==> src/rtl/core/csvt_pkg.sv <==
// csvt_pkg: shared types and constants of the csv cell tokenizer
// used by csvt_chain, csv_cell_tokenizer and tb_top; depends on nothing
package csvt_pkg;

    localparam logic [7:0] CH_QUOTE = 8'h22;
    localparam logic [7:0] CH_COMMA = 8'h2C;
    localparam logic [7:0] CH_NL    = 8'h0A;
    localparam logic [7:0] BOM_B0   = 8'hEF;
    localparam logic [7:0] BOM_B1   = 8'hBB;
    localparam logic [7:0] BOM_B2   = 8'hBF;

    localparam logic [1:0] QSAT_MAX = 2'd3;
    localparam logic [1:0] BOM_LAST = 2'd2;

    typedef enum logic [0:0] {
        ST_IDLE,
        ST_DRAIN
    } state_t;

    // write request into the cell chain
    typedef struct packed {
        logic       wr_en;
        logic [7:0] wr_byte;
        logic       bom_fill;
        logic       bom_two;
    } chain_wr_t;

    function automatic logic [7:0] bom_byte(input logic [1:0] pos);
        logic [7:0] b;
        case (pos)
            2'd0:    b = BOM_B0;
            2'd1:    b = BOM_B1;
            2'd2:    b = BOM_B2;
            default: b = 8'h00;
        endcase
        return b;
    endfunction

endpackage

==> src/rtl/core/csvt_cell.sv <==
// csvt_cell: one byte cell of the cell buffer chain
// loads a new byte or takes its right neighbor's byte; no package use
module csvt_cell (
    input  logic       clk,
    input  logic       load,
    input  logic [7:0] load_data,
    input  logic       shift,
    input  logic [7:0] shift_data,
    output logic [7:0] data
);

    logic [7:0] data_reg;
    logic [7:0] data_next;

    always_comb
    begin
        data_next = data_reg;
        if (shift)
        begin
            data_next = shift_data;
        end
        else if (load)
        begin
            data_next = load_data;
        end
    end

    always_ff @(posedge clk)
    begin
        data_reg <= data_next;
    end

    assign data = data_reg;

endmodule

==> src/rtl/core/csvt_chain.sv <==
// csvt_chain: row of csvt_cell holding the current cell's bytes
// writes land at one index and mark fills in cells 0 and 1; a drain shifts
// every byte one cell toward the head; depends on csvt_pkg and csvt_cell
module csvt_chain
    import csvt_pkg::*;
#(
    parameter int DEPTH = 64,
    localparam int IDX_W = $clog2(DEPTH)
) (
    input  logic             clk,
    input  chain_wr_t        wr,
    input  logic [IDX_W-1:0] wr_idx,
    input  logic             shift,
    output logic [7:0]       head0,
    output logic [7:0]       head1
);

    logic [7:0] cell_data [DEPTH];
    logic [7:0] nbr_data  [DEPTH];
    logic       cell_load [DEPTH];
    logic [7:0] cell_ldat [DEPTH];

    for (genvar i = 0; i < DEPTH; i++)
    begin : g_cell
        if (i == DEPTH - 1)
        begin : g_tail
            assign nbr_data[i] = 8'h00;
        end
        else
        begin : g_mid
            assign nbr_data[i] = cell_data[i+1];
        end

        // partial byte order mark bytes go to the first two cells
        always_comb
        begin
            cell_load[i] = 1'b0;
            cell_ldat[i] = wr.wr_byte;
            if (wr.wr_en && wr_idx == IDX_W'(i))
            begin
                cell_load[i] = 1'b1;
            end
            else if (wr.bom_fill && i == 0)
            begin
                cell_load[i] = 1'b1;
                cell_ldat[i] = BOM_B0;
            end
            else if (wr.bom_fill && wr.bom_two && i == 1)
            begin
                cell_load[i] = 1'b1;
                cell_ldat[i] = BOM_B1;
            end
        end

        csvt_cell u_cell (
            .clk        (clk),
            .load       (cell_load[i]),
            .load_data  (cell_ldat[i]),
            .shift      (shift),
            .shift_data (nbr_data[i]),
            .data       (cell_data[i])
        );
    end

    assign head0 = cell_data[0];
    assign head1 = cell_data[1];

endmodule

==> src/rtl/core/csv_cell_tokenizer.sv <==
// csv_cell_tokenizer: one text byte per cycle while idle; a byte that ends a cell
// starts a drain of the cell chain that shifts out its beats, dropping a stripped
// leading byte and the second quote of each collapsed pair; input stalls meanwhile
// an empty cell drains as a single marker beat with byte_valid low; a cell's beats
// pass through the drain state into the output registers, held by output stalls
// reset clears all control state and rearms the byte order mark check, not the buffer
module csv_cell_tokenizer
    import csvt_pkg::*;
#(
    parameter int CELL_DEPTH = 64
) (
    input  logic       clk,
    input  logic       rst_n,
    input  logic       in_valid,
    output logic       in_stall,
    input  logic [7:0] in_byte,
    input  logic       stream_start,
    output logic       out_valid,
    input  logic       out_stall,
    output logic [7:0] out_byte,
    output logic       byte_valid,
    output logic       cell_last,
    output logic       row_last,
    output logic       cell_overflow
);

    localparam int LEN_W = $clog2(CELL_DEPTH + 1);
    localparam int IDX_W = $clog2(CELL_DEPTH);

    state_t           state_reg, state_next;
    logic [LEN_W-1:0] len_reg, len_next;
    logic [1:0]       qsat_reg, qsat_next;
    logic             par_reg, par_next;
    logic             lwq_reg, lwq_next;
    logic             ovf_reg, ovf_next;
    logic [1:0]       bom_pos_reg, bom_pos_next;
    logic             bom_match_reg, bom_match_next;

    logic [LEN_W-1:0] dr_idx_reg, dr_idx_next;
    logic [LEN_W-1:0] dr_end_reg, dr_end_next;
    logic             dr_start_reg, dr_start_next;
    logic             dr_collapse_reg, dr_collapse_next;
    logic             dr_row_reg, dr_row_next;
    logic             dr_ovf_reg, dr_ovf_next;
    logic             dr_empty_reg, dr_empty_next;
    logic             dr_skip_reg, dr_skip_next;

    logic             out_valid_reg, out_valid_next;
    logic [7:0]       out_byte_reg, out_byte_next;
    logic             byte_valid_reg, byte_valid_next;
    logic             cell_last_reg, cell_last_next;
    logic             row_last_reg, row_last_next;
    logic             cell_ovf_reg, cell_ovf_next;
    logic             out_load;

    // cell state as seen by the incoming byte, after a stream start
    logic [LEN_W-1:0] eff_len;
    logic [1:0]       eff_qsat;
    logic             eff_par;
    logic             eff_lwq;
    logic             eff_ovf;
    logic [1:0]       eff_pos;
    logic             eff_bm;
    logic             bom_hit;
    logic             bom_flush;
    logic [LEN_W-1:0] base_len;
    logic             is_quote;
    logic             is_sep;
    logic             cell_end;
    logic             strip;
    logic [LEN_W-1:0] ent_end;
    logic             ent_start;

    logic [LEN_W:0]   pos_plus1;
    logic [LEN_W:0]   pos_next;
    logic             dbl;
    logic             last_beat;
    logic             out_ok;

    chain_wr_t        wr;
    logic [IDX_W-1:0] wr_idx;
    logic             shift;
    logic [7:0]       head0;
    logic [7:0]       head1;

    csvt_chain #(
        .DEPTH (CELL_DEPTH)
    ) u_chain (
        .clk    (clk),
        .wr     (wr),
        .wr_idx (wr_idx),
        .shift  (shift),
        .head0  (head0),
        .head1  (head1)
    );

    always_comb
    begin
        eff_len  = stream_start ? '0 : len_reg;
        eff_qsat = stream_start ? 2'd0 : qsat_reg;
        eff_par  = stream_start ? 1'b0 : par_reg;
        eff_lwq  = stream_start ? 1'b0 : lwq_reg;
        eff_ovf  = stream_start ? 1'b0 : ovf_reg;
        eff_pos  = stream_start ? 2'd0 : bom_pos_reg;
        eff_bm   = stream_start ? 1'b1 : bom_match_reg;

        bom_hit   = eff_bm && eff_pos != 2'd3 && in_byte == bom_byte(eff_pos);
        bom_flush = eff_bm && eff_pos != 2'd0;
        // the cell is empty while the mark is still being matched
        base_len  = bom_flush ? LEN_W'(eff_pos) : eff_len;

        is_quote = in_byte == CH_QUOTE;
        is_sep   = in_byte == CH_COMMA || in_byte == CH_NL;
        cell_end = is_sep && (eff_qsat == 2'd0 || (eff_lwq && !eff_par));

        strip     = eff_qsat >= 2'd2;
        ent_end   = (strip && base_len != '0) ? base_len - LEN_W'(1) : base_len;
        ent_start = strip && ent_end != '0;

        pos_plus1 = {1'b0, dr_idx_reg} + (LEN_W+1)'(1);
        dbl       = dr_collapse_reg && head0 == CH_QUOTE && head1 == CH_QUOTE
                    && pos_plus1 < {1'b0, dr_end_reg};
        pos_next  = pos_plus1 + (LEN_W+1)'(dbl);
        last_beat = pos_next >= {1'b0, dr_end_reg};
        out_ok    = !out_valid_reg || !out_stall;
    end

    always_comb
    begin
        state_next       = state_reg;
        len_next         = len_reg;
        qsat_next        = qsat_reg;
        par_next         = par_reg;
        lwq_next         = lwq_reg;
        ovf_next         = ovf_reg;
        bom_pos_next     = bom_pos_reg;
        bom_match_next   = bom_match_reg;
        dr_idx_next      = dr_idx_reg;
        dr_end_next      = dr_end_reg;
        dr_start_next    = dr_start_reg;
        dr_collapse_next = dr_collapse_reg;
        dr_row_next      = dr_row_reg;
        dr_ovf_next      = dr_ovf_reg;
        dr_empty_next    = dr_empty_reg;
        dr_skip_next     = dr_skip_reg;
        wr               = '0;
        wr_idx           = base_len[IDX_W-1:0];
        shift            = 1'b0;
        out_load         = 1'b0;
        out_byte_next    = out_byte_reg;
        byte_valid_next  = byte_valid_reg;
        cell_last_next   = cell_last_reg;
        row_last_next    = row_last_reg;
        cell_ovf_next    = cell_ovf_reg;

        case (state_reg)
            ST_IDLE:
            begin
                if (in_valid)
                begin
                    len_next       = eff_len;
                    qsat_next      = eff_qsat;
                    par_next       = eff_par;
                    lwq_next       = eff_lwq;
                    ovf_next       = eff_ovf;
                    bom_pos_next   = eff_pos;
                    bom_match_next = eff_bm;
                    if (bom_hit)
                    begin
                        bom_pos_next   = (eff_pos == BOM_LAST) ? 2'd0 : eff_pos + 2'd1;
                        bom_match_next = eff_pos != BOM_LAST;
                    end
                    else
                    begin
                        bom_pos_next   = 2'd0;
                        bom_match_next = 1'b0;
                        wr.bom_fill    = bom_flush;
                        wr.bom_two     = eff_pos == BOM_LAST;
                        if (!is_quote && cell_end)
                        begin
                            dr_idx_next      = '0;
                            dr_end_next      = ent_end;
                            dr_start_next    = ent_start;
                            dr_collapse_next = eff_qsat == QSAT_MAX;
                            dr_row_next      = in_byte == CH_NL;
                            dr_ovf_next      = eff_ovf;
                            dr_empty_next    = ent_end <= LEN_W'(ent_start);
                            dr_skip_next     = 1'b0;
                            state_next       = ST_DRAIN;
                            len_next         = '0;
                            qsat_next        = 2'd0;
                            par_next         = 1'b0;
                            lwq_next         = 1'b0;
                            ovf_next         = 1'b0;
                        end
                        else
                        begin
                            if (is_quote)
                            begin
                                qsat_next = (eff_qsat == QSAT_MAX) ? QSAT_MAX
                                                                   : eff_qsat + 2'd1;
                                par_next  = !eff_par;
                            end
                            lwq_next = is_quote;
                            if (base_len < LEN_W'(CELL_DEPTH))
                            begin
                                wr.wr_en   = 1'b1;
                                wr.wr_byte = in_byte;
                                len_next   = base_len + LEN_W'(1);
                            end
                            else
                            begin
                                len_next = base_len;
                                ovf_next = 1'b1;
                            end
                        end
                    end
                end
            end
            ST_DRAIN:
            begin
                if (dr_empty_reg)
                begin
                    if (out_ok)
                    begin
                        out_load        = 1'b1;
                        out_byte_next   = 8'h00;
                        byte_valid_next = 1'b0;
                        cell_last_next  = 1'b1;
                        row_last_next   = dr_row_reg;
                        cell_ovf_next   = dr_ovf_reg;
                        state_next      = ST_IDLE;
                    end
                end
                else if (dr_skip_reg || (dr_start_reg && dr_idx_reg == '0))
                begin
                    // drop the second quote of a pair or the stripped opening byte
                    shift        = 1'b1;
                    dr_idx_next  = dr_idx_reg + LEN_W'(1);
                    dr_skip_next = 1'b0;
                end
                else if (out_ok)
                begin
                    out_load        = 1'b1;
                    out_byte_next   = head0;
                    byte_valid_next = 1'b1;
                    cell_last_next  = last_beat;
                    row_last_next   = last_beat && dr_row_reg;
                    cell_ovf_next   = dr_ovf_reg;
                    if (last_beat)
                    begin
                        state_next = ST_IDLE;
                    end
                    else
                    begin
                        shift        = 1'b1;
                        dr_idx_next  = dr_idx_reg + LEN_W'(1);
                        dr_skip_next = dbl;
                    end
                end
            end
            default:
            begin
                state_next = ST_IDLE;
            end
        endcase

        if (out_load)
        begin
            out_valid_next = 1'b1;
        end
        else
        begin
            out_valid_next = out_valid_reg && out_stall;
        end
    end

    always_ff @(posedge clk or negedge rst_n)
    begin
        if (!rst_n)
        begin
            state_reg       <= ST_IDLE;
            len_reg         <= '0;
            qsat_reg        <= 2'd0;
            par_reg         <= 1'b0;
            lwq_reg         <= 1'b0;
            ovf_reg         <= 1'b0;
            bom_pos_reg     <= 2'd0;
            bom_match_reg   <= 1'b1;
            dr_idx_reg      <= '0;
            dr_end_reg      <= '0;
            dr_start_reg    <= 1'b0;
            dr_collapse_reg <= 1'b0;
            dr_row_reg      <= 1'b0;
            dr_ovf_reg      <= 1'b0;
            dr_empty_reg    <= 1'b0;
            dr_skip_reg     <= 1'b0;
            out_valid_reg   <= 1'b0;
        end
        else
        begin
            state_reg       <= state_next;
            len_reg         <= len_next;
            qsat_reg        <= qsat_next;
            par_reg         <= par_next;
            lwq_reg         <= lwq_next;
            ovf_reg         <= ovf_next;
            bom_pos_reg     <= bom_pos_next;
            bom_match_reg   <= bom_match_next;
            dr_idx_reg      <= dr_idx_next;
            dr_end_reg      <= dr_end_next;
            dr_start_reg    <= dr_start_next;
            dr_collapse_reg <= dr_collapse_next;
            dr_row_reg      <= dr_row_next;
            dr_ovf_reg      <= dr_ovf_next;
            dr_empty_reg    <= dr_empty_next;
            dr_skip_reg     <= dr_skip_next;
            out_valid_reg   <= out_valid_next;
        end
    end

    always_ff @(posedge clk)
    begin
        out_byte_reg   <= out_byte_next;
        byte_valid_reg <= byte_valid_next;
        cell_last_reg  <= cell_last_next;
        row_last_reg   <= row_last_next;
        cell_ovf_reg   <= cell_ovf_next;
    end

    assign in_stall      = state_reg != ST_IDLE;
    assign out_valid     = out_valid_reg;
    assign out_byte      = out_byte_reg;
    assign byte_valid    = byte_valid_reg;
    assign cell_last     = cell_last_reg;
    assign row_last      = row_last_reg;
    assign cell_overflow = cell_ovf_reg;

`ifndef SYNTHESIS
    // the chain is never written while it is being drained
    assert property (@(posedge clk) disable iff (!rst_n)
        state_reg == ST_DRAIN |-> !wr.wr_en && !wr.bom_fill)
        else $error("cell chain written during drain");

    // a non-empty drain always points inside the cell
    assert property (@(posedge clk) disable iff (!rst_n)
        state_reg == ST_DRAIN && !dr_empty_reg |-> dr_idx_reg < dr_end_reg)
        else $error("drain index past cell end");

    // an empty-cell marker beat closes its cell
    assert property (@(posedge clk) disable iff (!rst_n)
        out_valid && !byte_valid |-> cell_last && out_byte == 8'h00)
        else $error("empty cell marker without cell_last");

    // row end only on the closing beat of a cell
    assert property (@(posedge clk) disable iff (!rst_n)
        out_valid && row_last |-> cell_last)
        else $error("row_last without cell_last");
`endif

endmodule

==> config.mk <==
export PLATFORM = sky130hd
export DESIGN_NAME = csv_cell_tokenizer
export DESIGN_NICKNAME = d
export VERILOG_FILES = /design/src/rtl/core/csvt_pkg.sv /design/src/rtl/core/csvt_cell.sv /design/src/rtl/core/csvt_chain.sv /design/src/rtl/core/csv_cell_tokenizer.sv
export SDC_FILE = /design/constraint.sdc
export NUM_CORES = 1
export LEC_CHECK = 0
export ABC_AREA = 1
export BUFFER_PORTS_ARGS = -buffer_cell sky130_fd_sc_hd__buf_2
export CAP_MARGIN = 20
export CORE_UTILIZATION = 45
export DETAILED_ROUTE_END_ITERATION = 6
export MAX_ROUTING_LAYER = met4
export PLACE_DENSITY = 0.69
export SETUP_SLACK_MARGIN = 0.05
export SLEW_MARGIN = 25
export SYNTH_ARGS = -nofsm -noshare
export SYNTH_HDL_FRONTEND = slang
export SYNTH_SLANG_ARGS = --single-unit
==> constraint.sdc <==
create_clock -name clk -period 5.45 [get_ports clk]
set_input_delay 0.8175 -clock clk [delete_from_list [all_inputs] [get_ports clk]]
set_output_delay 0.8175 -clock clk [all_outputs]
set_load 0.01 [all_outputs]
==> out/qor.yml <==
via_count: 16100
die_w_um: 240
finalSetupTns_ns: 0
gr-total-overflow: 0
crit_type: "register to register"
power.leakage_nw: 12.0
critPathMaxFanout: 112
avgRoutedWirePerCell_um: 17.8
crit_path_end_kind: "register"
grt_max_degree: 113
critPathSlowestCell: "dfrtp_1"
first_iter_violations: 1520
p_seq_frac: 0.495
antenna_found_initial: 1
ioPinCount: 27
p_sw_frac: 0.282
initial_utilization: 0.459
largest_reg_flops: 512
cpMostUsedCell: "nand2_1"
die_h_um: 240
syn_to_final_growth_pct: 9.92
hpwl_mm: 34.0
cts_made_buffers: 54
wl_mm: 55.1
cts_max_level: 2
synthFlopType: "edfxtp_1"
power_mw: 11.6
top_layer_used: "met4"
outcome: "finished clean"
gp_congestion: 0.859
cts.sinks: 561
synthesis.instances: 2294
wl_met3_mm: 3.55
route.met2.wl_mm: 25.2
p_per_area_nw_per_um2: 414
ant_nets: 0
rsz0062_at_grt: "false"
worstPathArrival_ns: 5.32
cts_buffer_depth: 3
fin_skew_ns: 0.0473
power_frac_comb: 0.170
n_fill_cell: 4784
grt.total_usage: 0.201
core_region_area_um2: 55600
final_nets: 2347
seqCellArea_um2: 16600
die-area_um2: 57800
synthDistinctLibCells: 41
r2r-start: "dr_idx_reg[0]"
wl_met1_mm: 24.7
rows: 86
p_int_mw: 8.35
syn_area_um2: 25600
ir_drop_mv: 0.276
p_clk_frac: 0.335
finalHoldViolCount: 0
drt-vias-per-instance: 5.18
fmax_mhz: 202
relSlewSlack: 0.308
grt_pass1_vias: 15700
seq_area_frac_synth: 0.649
slew_violations: 0
fin_crit_ns: 4.95
multi_input_area_um2: 5730
port_buffers: 26
async_reset_ff_frac: 0.0660
syn_nets: 2334
tritoncts: "done"
cpPeakStageDelay_ns: 0.44
p_sw_mw: 3.27
cts.clk_slew.worst_paths_ns: 0.06
fin_util: 0.505
syn_area_per_cell_um2: 11.1
crit_required_ns: 5.82
synth_seq_cells: 561
maxCapViolCount: 0
crit_path_start_kind: "register"
worstMarginPinSlew_ns: 1.03
hp-class: "primary input to async pin"
route.detailed.drc: 0
cts-root-buf: "clkbuf_16"
drt-pass1-iter-count: 5
setup_viol: 0
synth_edf_count: 516
grt_pass1_wl_mm: 87.6
yosysWarnings: 0
post_route_cells_drive_above_1_share: 0.147
fin_crit_sh: 0.909
clock_latency_ns: 0.64
crit_start: "dr_idx_reg[0]"
[layer usage]
metal / vias to the layer above / track usage
li1: 7591 / -
met1: 7813 / 0.275
met2: 549 / 0.303
met3: 101 / 0.0301
met4: 0 / 0.0730
met5: - / -
[path summary, 6_finish.rpt]
path | endpoint | cells past startpoint | slack, ns
max in group asynchronous | dr_idx_reg[6] | 1 | 4.60
min in group clk | cell_overflow | 0 | 0.46
setup / recovery | u_chain.g_cell[11].u_cell.data[1] | 27 | 0.50
hold reg to reg | cell_overflow | 0 | 0.46
hold / removal | dr_ovf_reg | 1 | 0.32
setup reg to reg | u_chain.g_cell[11].u_cell.data[1] | 27 | 0.50
[Yosys cell counts, types with 3 or more instances]
master | count | area, µm²
inv_1 | 592 | 2220
edfxtp_1 | 516 | 15500
o21ai_1 | 303 | 1520
nand2_1 | 161 | 604
o21ai_0 | 140 | 701
o21ai_2 | 137 | 1200
nor2_1 | 68 | 255
buf_6 | 55 | 619
nand3_1 | 55 | 275
dfrtp_1 | 36 | 901
clkbuf_1 | 32 | 120
ha_1 | 27 | 338
nand4_1 | 26 | 163
buf_2 | 22 | 110
buf_4 | 19 | 143
a21oi_1 | 17 | 85.1
xor2_1 | 13 | 114
inv_2 | 9 | 33.8
dfxtp_1 | 8 | 160
nand3_2 | 6 | 60.1
nand2_2 | 5 | 31.3
nor2_2 | 5 | 31.3
nor3_1 | 5 | 25.0
o22ai_1 | 5 | 31.3
clkinv_1 | 3 | 11.3
nand2_8 | 3 | 60.1
nand3b_1 | 3 | 22.5
o31ai_1 | 3 | 22.5
[worst max-delay path: cells and delay by family, from the launching register on]
family                     cells  cell delay (ns)
adders and majority gates      5             1.11
AOI/OAI and AO/OA              3             0.52
and+or+nand+nor               13             1.51
DFF                            1             0.44
xor gates and xnor gates       1             0.16
buffers and inverters          5             0.86
[power groups by stage]
stage / Sequential, mW / Clock [mW] / Combinational, mW
after floorplan: 5.78 / 0 / 1.47
after global placement: 5.83 / 0 / 1.88
after detailed placement: 5.83 / 0 / 1.94
after CTS: 5.75 / 3.96 / 1.96
after global routing: 5.80 / 4.11 / 2.19
final: 5.75 / 3.89 / 1.98
[stage by stage]
step                std cells  hold slack (ns)  area (µm²)  setup slack [ns]
floorplan                2294            0.425       25600              1.21
global placement         2996            0.437       26200             0.482
detailed placement       2996            0.451       26200             0.388
CTS                      3098            0.314       28100             0.382
global route             3102            0.362       28100            0.0522
finish                   3102            0.316       28100             0.495
[cells in the final DEF, fill, tap and decap left out, types with 12 or more instances in the layout]
cell	count
nor2_1	67
a21oi_1	17
ha_1	27
nand2_1	161
clkbuf_16	54
o21ai_1	329
inv_1	592
edfxtp_1	516
nand3_1	55
clkinv_2	14
dfrtp_1	36
buf_12	12
xor2_1	13
o21ai_2	137
o21ai_0	114
buf_2	26
nand4_1	26
buf_4	47
[area by class of cell]
cell class,count,area share
timing repair buffer,85,0.0257
clock buffer,64,0.0494
inverter,604,0.0807
clock inverter,38,0.0165
sequential,561,0.590
multi-input combinational,1001,0.204
tap,748,0.0333
antenna,1,0.0000891
[timing repair]
action                     in CTS  in global routing
hold endpoints to repair        0                  0
hold buffers                    0                  0
setup endpoints to repair       0                 55
resized for setup               0                  0
buffers inserted                0                  3
[logic make-up after synthesis]
| kind of cell | count (synthesis) | share of synthesized area |
|---|---|---|
| compound gates | 610 | 0.141 |
| xor+xnor | 14 | 0.00509 |
| fa+ha+maj | 27 | 0.0132 |
| buf+inv | 732 | 0.128 |
| flops | 561 | 0.649 |
| simple gates | 350 | 0.0645 |
Power figures use the tool's default switching activity.
